$ cat src/sv/gaussian_pdf_cdf_unit_assert.svh
// Assertion macros shared by the Gaussian density and distribution unit.
`ifndef GAUSSIAN_PDF_CDF_UNIT_ASSERT_SVH
`define GAUSSIAN_PDF_CDF_UNIT_ASSERT_SVH

// Condition that must hold at every clock edge out of reset.
`define GPC_ASSERT_ALWAYS(label, cond) \
   label: assert property (@(posedge clock) disable iff (reset) (cond)) \
      else $error("gpc invariant violated");

// Condition that must hold in the same cycle as its trigger.
`define GPC_ASSERT_IMPLIES(label, ante, cons) \
   label: assert property (@(posedge clock) disable iff (reset) (ante) |-> (cons)) \
      else $error("gpc implication violated");

`endif

$ cat src/sv/gpc_pkg.sv
// Shared types, constants and fixed-point helpers of the Gaussian unit.
package gpc_pkg;

   localparam int EXP_TABLE_DEPTH_DEFAULT = 256;
   localparam int QUEUE_DEPTH = 4;
   localparam int QPTR_W = $clog2(QUEUE_DEPTH);
   localparam int QCOUNT_W = $clog2(QUEUE_DEPTH + 1);
   localparam int HORNER_TERMS = 13;

   // register indexes
   localparam logic CSR_MEAN = 1'b0;
   localparam logic CSR_INV_SIGMA = 1'b1;

   localparam logic [31:0] MEAN_RESET = 32'd0;
   localparam logic [31:0] INV_SIGMA_RESET = 32'd65536;

   localparam logic [30:0] ONE_Q30 = 31'd1073741824;
   localparam logic [29:0] LN2_Q30 = 30'd744261118;
   localparam logic [30:0] LOG2E_Q30 = 31'd1549082005;
   localparam logic [28:0] INV_SQRT2PI_Q30 = 29'd428361012;
   localparam logic [27:0] B0_Q30 = 28'd248723606;
   localparam logic signed [33:0] B1_Q30 = 34'sd342933307;
   localparam logic signed [33:0] B2_Q30 = -34'sd382857446;
   localparam logic signed [33:0] B3_Q30 = 34'sd1912847370;
   localparam logic signed [33:0] B4_Q30 = -34'sd1955558716;
   localparam logic signed [33:0] B5_Q30 = 34'sd1428371292;
   localparam logic [16:0] ONE_Q16 = 17'd65536;
   localparam logic [5:0] EXP_SHIFT_LIMIT = 6'd40;

   // one queued item: sign of x - mean, far-tail flag, |z| in Q4.28
   typedef struct packed {
      logic        neg;
      logic        far;
      logic [31:0] z;
   } gpc_entry_type;

   typedef struct packed {
      logic          valid;
      gpc_entry_type entry;
   } gpc_push_type;

   typedef struct packed {
      logic [QCOUNT_W-1:0] count;
      logic                empty;
   } gpc_queue_status_type;

   // floor(2^30 / k) for the Horner divisors
   function automatic logic [30:0] recip(input int k);
      logic [30:0] r;
      case (k)
         1:       r = 31'd1073741824;
         2:       r = 31'd536870912;
         3:       r = 31'd357913941;
         4:       r = 31'd268435456;
         5:       r = 31'd214748364;
         6:       r = 31'd178956970;
         7:       r = 31'd153391689;
         8:       r = 31'd134217728;
         9:       r = 31'd119304647;
         10:      r = 31'd107374182;
         11:      r = 31'd97612893;
         12:      r = 31'd89478485;
         13:      r = 31'd82595524;
         default: r = 31'd1073741824;
      endcase
      return r;
   endfunction

   // AS 26.2.17 coefficients b1..b5
   function automatic logic signed [33:0] coef(input int k);
      logic signed [33:0] c;
      case (k)
         1:       c = B1_Q30;
         2:       c = B2_Q30;
         3:       c = B3_Q30;
         4:       c = B4_Q30;
         default: c = B5_Q30;
      endcase
      return c;
   endfunction

   // quotient estimate by reciprocal, at most one low
   function automatic logic [29:0] recip_mul(input logic [29:0] p, input int k);
      logic [60:0] pr;
      pr = 61'(p) * 61'(recip(k));
      return 30'(pr >> 30);
   endfunction

   // fix the estimate up to the exact floor(p / k)
   function automatic logic [29:0] div_fix(input logic [29:0] p, input logic [29:0] q0,
                                           input int k);
      logic [33:0] bk;
      logic [33:0] rr;
      bk = 34'(q0) * 34'(k);
      rr = 34'(p) - bk;
      return (rr >= 34'(k)) ? q0 + 30'd1 : q0;
   endfunction

   // signed Q.30 times unsigned Q.30, truncated toward zero
   function automatic logic signed [33:0] smul(input logic signed [33:0] x,
                                               input logic [30:0] b);
      logic [33:0] m;
      logic [64:0] pr;
      logic [33:0] mag;
      m = x[33] ? 34'(-x) : 34'(x);
      pr = 65'(m) * 65'(b);
      mag = 34'(pr >> 30);
      return x[33] ? -$signed(mag) : $signed(mag);
   endfunction

   // exp(-a) Taylor series by Horner, used to build the table
   function automatic logic [30:0] exp_poly(input logic [29:0] a);
      logic [30:0] acc;
      logic [60:0] pr;
      logic [29:0] p;
      acc = ONE_Q30;
      for (int k = HORNER_TERMS; k >= 1; k--) begin
         pr = 61'(a) * 61'(acc);
         p = 30'(pr >> 30);
         acc = ONE_Q30 - 31'(div_fix(p, recip_mul(p, k), k));
      end
      return acc;
   endfunction

   // table entry i: 2^(-i/depth) in Q.30, depth = 2^iw
   function automatic logic [30:0] rom_entry(input int i, input int iw);
      logic [63:0] pr;
      pr = 64'(i) * 64'(LN2_Q30);
      return exp_poly(30'(pr >> iw));
   endfunction

endpackage

$ cat src/sv/gpc_queue.sv
// Short item queue between the front end and the arithmetic back end.
module gpc_queue (
   input  logic                          clock,
   input  logic                          reset,
   input  gpc_pkg::gpc_push_type         push,
   input  logic                          pop,
   output gpc_pkg::gpc_entry_type        head,
   output gpc_pkg::gpc_queue_status_type status
);
   import gpc_pkg::*;

   gpc_entry_type       mem [QUEUE_DEPTH];
   logic [QPTR_W-1:0]   wr_ptr_ff, wr_ptr_in;
   logic [QPTR_W-1:0]   rd_ptr_ff, rd_ptr_in;
   logic [QCOUNT_W-1:0] count_ff, count_in;

   always_comb begin
      wr_ptr_in = push.valid ? wr_ptr_ff + QPTR_W'(1) : wr_ptr_ff;
      rd_ptr_in = pop ? rd_ptr_ff + QPTR_W'(1) : rd_ptr_ff;
      count_in = count_ff + QCOUNT_W'(push.valid) - QCOUNT_W'(pop);
      head = mem[rd_ptr_ff];
      status.count = count_ff;
      status.empty = count_ff == '0;
   end

   always_ff @(posedge clock) begin
      if (reset) begin
         wr_ptr_ff <= '0;
         rd_ptr_ff <= '0;
         count_ff <= '0;
      end else begin
         wr_ptr_ff <= wr_ptr_in;
         rd_ptr_ff <= rd_ptr_in;
         count_ff <= count_in;
      end
   end

   always_ff @(posedge clock) begin
      if (push.valid) begin
         mem[wr_ptr_ff] <= push.entry;
      end
   end
endmodule

$ cat config.mk
export PLATFORM = sky130hd
export DESIGN_NAME = gpc_queue
export DESIGN_NICKNAME = d
export VERILOG_FILES = /design/src/sv/gaussian_pdf_cdf_unit_assert.svh /design/src/sv/gpc_pkg.sv /design/src/sv/gpc_queue.sv
export SDC_FILE = /design/constraint.sdc
export NUM_CORES = 1
export LEC_CHECK = 0
export ABC_AREA = 1
export BUFFER_PORTS_ARGS = -buffer_cell sky130_fd_sc_hd__buf_2
export CAP_MARGIN = 30
export CORE_MARGIN = 5
export CORE_UTILIZATION = 45
export CTS_BUF_LIST = sky130_fd_sc_hd__clkbuf_16
export CTS_CLUSTER_DIAMETER = 50
export DETAILED_ROUTE_END_ITERATION = 12
export SLEW_MARGIN = 30
export SYNTH_ARGS = -nofsm -noshare
export SYNTH_HDL_FRONTEND = slang
export SYNTH_SLANG_ARGS = --single-unit
$ cat constraint.sdc
create_clock -name clock -period 1.9 [get_ports clock]
set_input_delay 0.19 -clock clock [delete_from_list [all_inputs] [get_ports clock]]
set_output_delay 0.19 -clock clock [all_outputs]
set_load 0.02 [all_outputs]
==> results.toml <==
[cts]
htreeDepth = 4
cts_buffer_depth = 2
cts_root_buf = "clkbuf_16"
clock_sinks = 145
cts_tree = "yes"
cts_buffers = 17
cts.clk_slew.worst_paths_ns = 0.06
clk_latency_ns = 0.42

[placement]
place_inst = 690
gp_routability_congestion = 0.713
io_buffers = 75
hpwl_um = 6640

[finish]
drive_gt1_share_pct = 25.3
layout.nets = 621
finalNonFillerCells = 760
area_delta_synth_final_pct = 25.8
insertedDiodeCount = 0
regArea_mm2 = 0.00427
n_fill_cell = 1046
multi_input_area_mm2 = 0.00118

[worst_setup_path]
crit_required_ns = 1.71
cp_num_buf_inv = 2
start_kind = "flip-flop"
end_kind = "primary output"
path_cells = "buf_12 -> a21oi_1 -> o21ai_0 -> nand2_1 -> buf_2"
crit_slowest_cell = "dfxtp_4"
criticalPathCategory = "reg2out"
arrival_ns = 1.56
crit_path_max_fanout = 36
timing.rr.start = "count_ff[0]$_SDFF_PP0_"
worst_path_largest_cell_delay_ns = 0.46
cp_top_family = "flip-flops"

[drt]
drt-wirelength-per-cell_um = 14.6
wl_um = 11100
final_antenna_net_count = 0
drt_pass1_iterations = 4
vias_per_cell = 4.74
dr.first_iter.drc_count = 225
drcViolationCount = 0
routed-via-count = 3605

[die]
die_h_um = 125
coreArea_mm2 = 0.0128
start_util_pct = 46.3
die_w_um = 125
die_area_mm2 = 0.0155
io_pins = 76
core.rowCount = 41

[sta]
rsz0062_at_grt = "no"
finalHoldViolCount = 0
timing.final.crit_share_pct = 92.3
setup_viol = 0
timing.slew.headroom_pct = 78.5
worstMarginPinSlew_ns = 0.323
slew_viol_final = 0
period_minus_slack_ns = 1.75
fin_skew_ns = 0.00850
setup-tns-final_ns = 0
timing.fmax_ghz = 0.570

[synthesis]
syn_inst = 452
synthesis.area_mm2 = 0.00592
ys_ff_latch = 145
avgSynthCellArea_um2 = 13.1
synth.distinct_cells = 18
synth_fp_nets = 497
ys_seq_area_share_pct = 72.1
ys_warn_count = 0

[power]
p_per_area_mw_per_mm2 = 1040
fin_total_pwr_w = 0.00773
peakVddDrop_mv = 0.747
leakage_nw = 2.97

[grt]
first_global_vias = 3609
grt_max_degree = 37
grt_usage_pct = 14.9
grt_pass1_wl_um = 17900
overflow = 0
antenna_found_initial = 0

[min_path]
hold_class = "in2reg"
hold_path.startpoint = "push[34]"

[flow_run]
max-cap-violations = 0

[outcome]
status = "complete, no violations"
==> synth_stat cells <==
cell type | n | area [um^2]
ha_1 | 6 | 75.1
clkbuf_1 | 3 | 11.3
buf_2 | 11 | 55.1
buf_4 | 2 | 15.0
fa_1 | 1 | 20.0
o211ai_2 | 26 | 325
nand3_1 | 1 | 5.00
edfxtp_1 | 136 | 4080
o21ai_1 | 4 | 20.0
inv_1 | 84 | 315
nor2_1 | 3 | 11.3
a21oi_1 | 40 | 200
nand2_1 | 76 | 285
nor3_1 | 1 | 5.00
o21ai_0 | 34 | 170
dfxtp_1 | 9 | 180
o211ai_1 | 8 | 60.1
buf_6 | 7 | 78.8
==> tightest hold or removal path: stages <==
cell and delay (ns):
buf_2 0.14, inv_1 0.10, a21oi_1 0.07
==> final cells by class <==
class	instances	area share, %
clock inverters	14	1.70
well taps	172	2.89
clock buffers	17	5.71
flip-flops and latches	145	57.3
repair buffers	128	12.3
multi-input cells	200	15.8
inverters	84	4.24
==> through the flow <==
step / hold WS [ns] / setup WS [ns] / utilization [%] / instance area, um^2
5_1_grt: 0.126 / 0.0326 / 58.3 / 7440
3_5_place_dp: 0.392 / 0.355 / 50.8 / 6490
2_1_floorplan: 0.261 / 0.251 / - / 5920
4_1_cts: 0.100 / 0.0320 / 58.1 / 7420
3_3_place_gp: 0.384 / 0.390 / 50.8 / 6490
6_report: 0.129 / 0.146 / 58.3 / 7440
==> cells in the final DEF, fill, tap and decap left out, types with 6 or more instances in the layout <==
| cell | synthesis | routed |
|---|---|---|
| nand2_1 | 76 | 76 |
| o211ai_2 | 26 | 26 |
| buf_4 | 2 | 10 |
| inv_1 | 84 | 82 |
| edfxtp_1 | 136 | 136 |
| clkbuf_16 | 0 | 17 |
| a21oi_1 | 40 | 40 |
| dfxtp_1 | 9 | 7 |
| ha_1 | 6 | 6 |
| dlygate4sd3_1 | 0 | 36 |
| clkinv_2 | 0 | 7 |
| buf_2 | 11 | 75 |
| o21ai_0 | 34 | 34 |
| o211ai_1 | 8 | 8 |
==> registers in the layout (all words and copies together) (netlist names), named ones only <==
signal / count
mem: 136
count_ff: 3
wr_ptr_ff: 2
rd_ptr_ff: 2
==> power by group <==
group / switching (W) / internal (W)
sequential: 0.0000563 / 0.00365
clock: 0.00121 / 0.00189
combinational: 0.000580 / 0.000332
==> routing by layer <==
layer,global-route usage (%),vias to the layer above,wire length (um)
li1,-,1805,-
met1,17.8,1725,4900
met2,24.6,62,5610
met3,5.96,13,473
met4,5.16,0,147
met5,0,-,0
==> cell families after synthesis <==
group,Yosys count,share of synthesized area (%)
simple gates,81,5.18
compound gates,112,13.1
flops,145,72.1
fa+ha+maj,7,1.61
buf+inv,107,8.04
==> repair_timing <==
item	CTS	global route
pin swaps	0	0
endpoints found under the setup margin	18	13
resized for setup	0	3
gates cloned	0	0
hold buffers	36	0
buffers inserted	1	2
hold endpoints to repair	140	0
==> path summary, 6_finish.rpt <==
kind | to | cells after the start | slack [ns]
max | head[16] | 5 | 0.15
min | wr_ptr_ff[1]$_SDFFE_PP0P_ | 3 | 0.13
max reg2reg | count_ff[2]$_SDFF_PP0_ | 7 | 0.37
min reg2reg | flip-flop | 2 | 0.47
(Power assumes the default switching activity.)
