File: config.mk
export PLATFORM = sky130hd
export DESIGN_NAME = gpc_front
export DESIGN_NICKNAME = d
export VERILOG_FILES = /design/src/sv/gaussian_pdf_cdf_unit_assert.svh /design/src/sv/gpc_pkg.sv /design/src/sv/gpc_front.sv
export SDC_FILE = /design/constraint.sdc
export NUM_CORES = 2
export LEC_CHECK = 0
export BUFFER_PORTS_ARGS = -buffer_cell sky130_fd_sc_hd__buf_2
export CAP_MARGIN = 20
export CORE_MARGIN = 1
export CORE_UTILIZATION = 61
export CTS_CLUSTER_DIAMETER = 50
export DETAILED_ROUTE_END_ITERATION = 16
export PLACE_DENSITY = 0.8
export RECOVER_POWER = 100
export SYNTH_ARGS = -nofsm -noshare
export SYNTH_HDL_FRONTEND = slang
export SYNTH_SLANG_ARGS = --single-unit
File: constraint.sdc
create_clock -name clock -period 21.9 [get_ports clock]
set_input_delay 2.19 -clock clock [delete_from_list [all_inputs] [get_ports clock]]
set_output_delay 2.19 -clock clock [all_outputs]
set_load 0.005 [all_outputs]
File: src/sv/gaussian_pdf_cdf_unit_assert.svh
// Assertion macros shared by the Gaussian density and distribution unit.
`ifndef GAUSSIAN_PDF_CDF_UNIT_ASSERT_SVH
`define GAUSSIAN_PDF_CDF_UNIT_ASSERT_SVH

// Condition that must hold at every clock edge out of reset.
`define GPC_ASSERT_ALWAYS(label, cond) \
   label: assert property (@(posedge clock) disable iff (reset) (cond)) \
      else $error("gpc invariant violated");

// Condition that must hold in the same cycle as its trigger.
`define GPC_ASSERT_IMPLIES(label, ante, cons) \
   label: assert property (@(posedge clock) disable iff (reset) (ante) |-> (cons)) \
      else $error("gpc implication violated");

`endif

File: src/sv/gpc_pkg.sv
// Shared types, constants and fixed-point helpers of the Gaussian unit.
package gpc_pkg;

   localparam int EXP_TABLE_DEPTH_DEFAULT = 256;
   localparam int QUEUE_DEPTH = 4;
   localparam int QPTR_W = $clog2(QUEUE_DEPTH);
   localparam int QCOUNT_W = $clog2(QUEUE_DEPTH + 1);
   localparam int HORNER_TERMS = 13;

   // register indexes
   localparam logic CSR_MEAN = 1'b0;
   localparam logic CSR_INV_SIGMA = 1'b1;

   localparam logic [31:0] MEAN_RESET = 32'd0;
   localparam logic [31:0] INV_SIGMA_RESET = 32'd65536;

   localparam logic [30:0] ONE_Q30 = 31'd1073741824;
   localparam logic [29:0] LN2_Q30 = 30'd744261118;
   localparam logic [30:0] LOG2E_Q30 = 31'd1549082005;
   localparam logic [28:0] INV_SQRT2PI_Q30 = 29'd428361012;
   localparam logic [27:0] B0_Q30 = 28'd248723606;
   localparam logic signed [33:0] B1_Q30 = 34'sd342933307;
   localparam logic signed [33:0] B2_Q30 = -34'sd382857446;
   localparam logic signed [33:0] B3_Q30 = 34'sd1912847370;
   localparam logic signed [33:0] B4_Q30 = -34'sd1955558716;
   localparam logic signed [33:0] B5_Q30 = 34'sd1428371292;
   localparam logic [16:0] ONE_Q16 = 17'd65536;
   localparam logic [5:0] EXP_SHIFT_LIMIT = 6'd40;

   // one queued item: sign of x - mean, far-tail flag, |z| in Q4.28
   typedef struct packed {
      logic        neg;
      logic        far;
      logic [31:0] z;
   } gpc_entry_type;

   typedef struct packed {
      logic          valid;
      gpc_entry_type entry;
   } gpc_push_type;

   typedef struct packed {
      logic [QCOUNT_W-1:0] count;
      logic                empty;
   } gpc_queue_status_type;

   // floor(2^30 / k) for the Horner divisors
   function automatic logic [30:0] recip(input int k);
      logic [30:0] r;
      case (k)
         1:       r = 31'd1073741824;
         2:       r = 31'd536870912;
         3:       r = 31'd357913941;
         4:       r = 31'd268435456;
         5:       r = 31'd214748364;
         6:       r = 31'd178956970;
         7:       r = 31'd153391689;
         8:       r = 31'd134217728;
         9:       r = 31'd119304647;
         10:      r = 31'd107374182;
         11:      r = 31'd97612893;
         12:      r = 31'd89478485;
         13:      r = 31'd82595524;
         default: r = 31'd1073741824;
      endcase
      return r;
   endfunction

   // AS 26.2.17 coefficients b1..b5
   function automatic logic signed [33:0] coef(input int k);
      logic signed [33:0] c;
      case (k)
         1:       c = B1_Q30;
         2:       c = B2_Q30;
         3:       c = B3_Q30;
         4:       c = B4_Q30;
         default: c = B5_Q30;
      endcase
      return c;
   endfunction

   // quotient estimate by reciprocal, at most one low
   function automatic logic [29:0] recip_mul(input logic [29:0] p, input int k);
      logic [60:0] pr;
      pr = 61'(p) * 61'(recip(k));
      return 30'(pr >> 30);
   endfunction

   // fix the estimate up to the exact floor(p / k)
   function automatic logic [29:0] div_fix(input logic [29:0] p, input logic [29:0] q0,
                                           input int k);
      logic [33:0] bk;
      logic [33:0] rr;
      bk = 34'(q0) * 34'(k);
      rr = 34'(p) - bk;
      return (rr >= 34'(k)) ? q0 + 30'd1 : q0;
   endfunction

   // signed Q.30 times unsigned Q.30, truncated toward zero
   function automatic logic signed [33:0] smul(input logic signed [33:0] x,
                                               input logic [30:0] b);
      logic [33:0] m;
      logic [64:0] pr;
      logic [33:0] mag;
      m = x[33] ? 34'(-x) : 34'(x);
      pr = 65'(m) * 65'(b);
      mag = 34'(pr >> 30);
      return x[33] ? -$signed(mag) : $signed(mag);
   endfunction

   // exp(-a) Taylor series by Horner, used to build the table
   function automatic logic [30:0] exp_poly(input logic [29:0] a);
      logic [30:0] acc;
      logic [60:0] pr;
      logic [29:0] p;
      acc = ONE_Q30;
      for (int k = HORNER_TERMS; k >= 1; k--) begin
         pr = 61'(a) * 61'(acc);
         p = 30'(pr >> 30);
         acc = ONE_Q30 - 31'(div_fix(p, recip_mul(p, k), k));
      end
      return acc;
   endfunction

   // table entry i: 2^(-i/depth) in Q.30, depth = 2^iw
   function automatic logic [30:0] rom_entry(input int i, input int iw);
      logic [63:0] pr;
      pr = 64'(i) * 64'(LN2_Q30);
      return exp_poly(30'(pr >> iw));
   endfunction

endpackage

File: src/sv/gpc_front.sv
// Front end: standardizes the sample, flags far tails and pushes items to the queue.
module gpc_front (
   input  logic                         clock,
   input  logic                         reset,
   input  logic                         req_valid,
   output logic                         req_stall,
   input  logic [31:0]                  req_sample_x,
   input  logic [31:0]                  mean_value,
   input  logic [31:0]                  inv_sigma,
   input  gpc_pkg::gpc_queue_status_type q_status,
   output gpc_pkg::gpc_push_type        push
);
   import gpc_pkg::*;

   logic               f1_valid_ff, f1_valid_in;
   logic               f1_neg_ff, f1_neg_in;
   logic [32:0]        f1_mag_ff, f1_mag_in;
   logic               f2_valid_ff;
   logic               f2_neg_ff;
   logic [64:0]        f2_prod_ff, f2_prod_in;
   logic signed [32:0] diff;
   logic [QCOUNT_W+1:0] committed;
   logic               accept;

   // room check counts items still in flight toward the queue
   assign committed = (QCOUNT_W + 2)'(q_status.count) + (QCOUNT_W + 2)'(f1_valid_ff)
                      + (QCOUNT_W + 2)'(f2_valid_ff);
   assign req_stall = committed >= (QCOUNT_W + 2)'(QUEUE_DEPTH);
   assign accept = req_valid && !req_stall;

   // x - mean at 33 bits, then magnitude
   always_comb begin
      diff = $signed({req_sample_x[31], req_sample_x}) - $signed({mean_value[31], mean_value});
      f1_valid_in = accept;
      f1_neg_in = diff[32];
      f1_mag_in = diff[32] ? 33'(-diff) : 33'(diff);
      f2_prod_in = 65'(f1_mag_ff) * 65'(inv_sigma);
   end

   always_ff @(posedge clock) begin
      if (reset) begin
         f1_valid_ff <= 1'b0;
         f2_valid_ff <= 1'b0;
      end else begin
         f1_valid_ff <= f1_valid_in;
         f2_valid_ff <= f1_valid_ff;
      end
   end

   always_ff @(posedge clock) begin
      f1_neg_ff <= f1_neg_in;
      f1_mag_ff <= f1_mag_in;
      f2_neg_ff <= f1_neg_ff;
      f2_prod_ff <= f2_prod_in;
   end

   // classify: |z| above eight is a far tail
   always_comb begin
      push.valid = f2_valid_ff;
      push.entry.neg = f2_neg_ff;
      push.entry.far = f2_prod_ff > (65'd1 << 35);
      push.entry.z = f2_prod_ff[35:4];
   end
endmodule

==> summary.md <==
| Metric | Value |
|---|---|
| Initial antenna violation count | 2 |
| Area contributors post-synth | fa_1 47%, ha_1 9.5%, inv_1 9.4%, and2_1 8.6%, nand2_1 5.6% |
| Htree depth | 3 |
| DRC | 0 |
| Post-synth top area cell | fa_1 |
| Post-CTS setup buffer count | 0 |
| Number of synthesized flops with an enable pin | 0 |
| Share of cells above drive strength 1 | 0.0433 |
| Clock Pin Slew Worst Setup and Hold Paths | 80 ps |
| Min-delay worst type | register to register |
| Synthesis Warnings | 0 |
| Failing checks | capacitance limit, slew limit |
| Register area share after synthesis | 0.0519 |
| RSZ-0062 raised after global routing | false |
| Via count | 29600 |
| CTS Buf Count | 9 |
| Post-synth ARST share | 0 |
| Status | finished, violations left |
| Final Cycle Share | 0.494 |
| Chip width | 256 um |
| Metal2 WL | 51400 um |
| IO Count | 139 |
| Clk buf depth | 2 |
| Full die area | 65500 um^2 |
| Post-DRT Antenna Nets | 0 |
| R2r setup slk | 12990 ps |
| Distinct cell type count after synthesis | 84 |
| HPWL Detailed | 76700 um |
| Minimum clock period | 10820 ps |
| CP Launch Type | input pin |
| Drt first pass iters | 6 |
| Setup Total Neg Slack | 0 ps |
| DR top layer | met4 |
| Relative slew margins | -0.123 |
| Total congestion overflow | 0 |
| Top FF cell, synth | dfxtp_1 |
| Required time worst endpoint | 22230 ps |
| Crit path max fanout | 33 |
| Post_cts resized | 0 |
| Core Region | 63400 um^2 |
| Maxcap violations | 2 |
| Largest net degree at the start of global routing | 34 |
| Final hold violations | 0 |
| Vias in the first global route | 32300 |
| Crit path DAT | 11150 ps |
| Post-layout net count | 5642 |
| Fmax | 92.4 MHz |
| CTS Hold Bufs | 0 |
| Sink Count | 102 |
| Detailed Route WL | 102000 um |
| Met1 WL | 36400 um |
| Row Count | 92 |
| CTS root buf | clkbuf_16 |
| Slew Limit Fails | 68 |
| Crit path max-delay family | adder cells |
| Most frequent cell on the critical path | fa_1 |
| Skew final | 18.5 ps |
| Worst setup path class | input pin to register |
| Total GRT Usage | 0.325 |
| CTS tree | done |
| Worst slew pin tran | 1680 ps |
| Share of the synthesized area in the top cell type | 0.472 |
| Cell Area, Synth | 39400 um^2 |
| #FFs+latches synth | 102 |
| Post-Synthesis Cells | 4404 |
| Slowest stage cell, crit path | clkbuf_1 |
| Final hold slack | 331 ps |
| Gpl congestion | 0.920 |
| IO buf count | 137 |
| Met3 Routed Length | 8180 um |
| # setup viols final | 0 |
| Worst skew pair latency | 400 ps |
| WP buf/inv | 5 |
| Synthesis-to-finish area growth | 2.71% |
| DR vias/cell | 5.73 |
| First-pass GRT wire length | 166000 um |
| CP endpoint kind | register |
| Detailed Route Iter0 Violations | 2059 |
| Syn avg cell area | 8.94 um^2 |
| Syn nets | 5732 |
| CP peak stage delay | 1180 ps |
| WL/cell | 19.7 um |
| Starting density of the core | 0.621 |
| Die Height | 256 um |
worst reg2reg max path, delay by kind of cell (launching register included):
family / cells / cell delay [ps]
adders and majority gates: 9 / 4370
AOI/OAI and AO/OA: 9 / 2760
DFF: 1 / 770
buffers and inverters: 5 / 610
and+or+nand+nor: 1 / 220
xor gates and xnor gates: 1 / 130
cells by family after synthesis:
| family | share of synthesized area |
|---|---|
| AND/OR/NAND/NOR | 0.174 |
| buffers and inverters | 0.122 |
| adder cells (fa/ha/maj) | 0.566 |
| AO/OA/AOI/OAI | 0.0593 |
| XOR/XNOR | 0.0251 |
| flip-flops | 0.0519 |
| multiplexers | 0.00105 |
placed cells by master, fill, tap and decap left out, drive strengths merged, types with 12 or more instances in the layout:
master	instances
o21ai	77
inv	986
nand4	19
xnor2	64
nor2	70
a31oi	14
nor2b	12
o21bai	16
clkbuf	28
fa	927
nand3	36
dfxtp	102
nor4	20
a21o	47
and2	540
buf	145
nor3	19
ha	298
xor2	49
nand2	587
a21oi	117
registers in the layout, indices dropped and copies added (netlist names):
register / count
f1_neg_ff: 1
f1_valid_ff: 1
f2_valid_ff: 1
f1_mag_ff: 33
f2_neg_ff: 1
f2_prod_ff: 65
stage by stage:
step,cell area (um^2),setup slack [ps],utilization,cells
global placement,40200,11350,0.634,5149
floorplan,39400,12890,-,4404
global route,40400,10720,0.637,5165
CTS,40500,11620,0.639,5165
finish,40400,11080,0.637,5167
detailed placement,40200,11240,0.634,5149
worst paths after layout:
check,to,startpoint,depth (start not counted)
setup reg to reg,f2_prod_ff[64],f1_mag_ff[11],25
setup / recovery,f2_prod_ff[64],inv_sigma[2],25
hold / removal,f2_neg_ff,f1_neg_ff,0
hold reg to reg,f2_neg_ff,f1_neg_ff,0
final cells by class:
type,count,area (um^2)
tap,846,1060
multi-input combinational,3054,32400
clock buffer,9,225
inverter,983,3690
antenna,2,5.00
timing repair buffer,164,862
sequential,102,2060
fill,5239,23000
clock inverter,7,83.8
per-layer routing:
metal,GRT usage,up-vias
li1,-,12800
met1,0.381,15000
met2,0.568,1339
met3,0.0566,433
met4,0.174,0
met5,0,-
cells in the mapped netlist (11+ instances only):
library cell	count
inv_1	983
buf_4	34
o21ai_0	73
a31oi_1	14
ha_1	298
and2_1	539
nor2b_1	12
and3_1	11
xnor2_1	64
nor4_1	18
a21oi_1	117
clkbuf_1	221
nand4_1	19
nand2_1	587
nand3_1	34
nor3_1	18
fa_1	927
xor2_1	49
dfxtp_1	102
nor2_1	70
o21bai_1	16
a21o_1	46
Power is left out: the tool's default activity adds up to more than one toggle a clock period on the data nets, which glitch-free logic cannot reach.
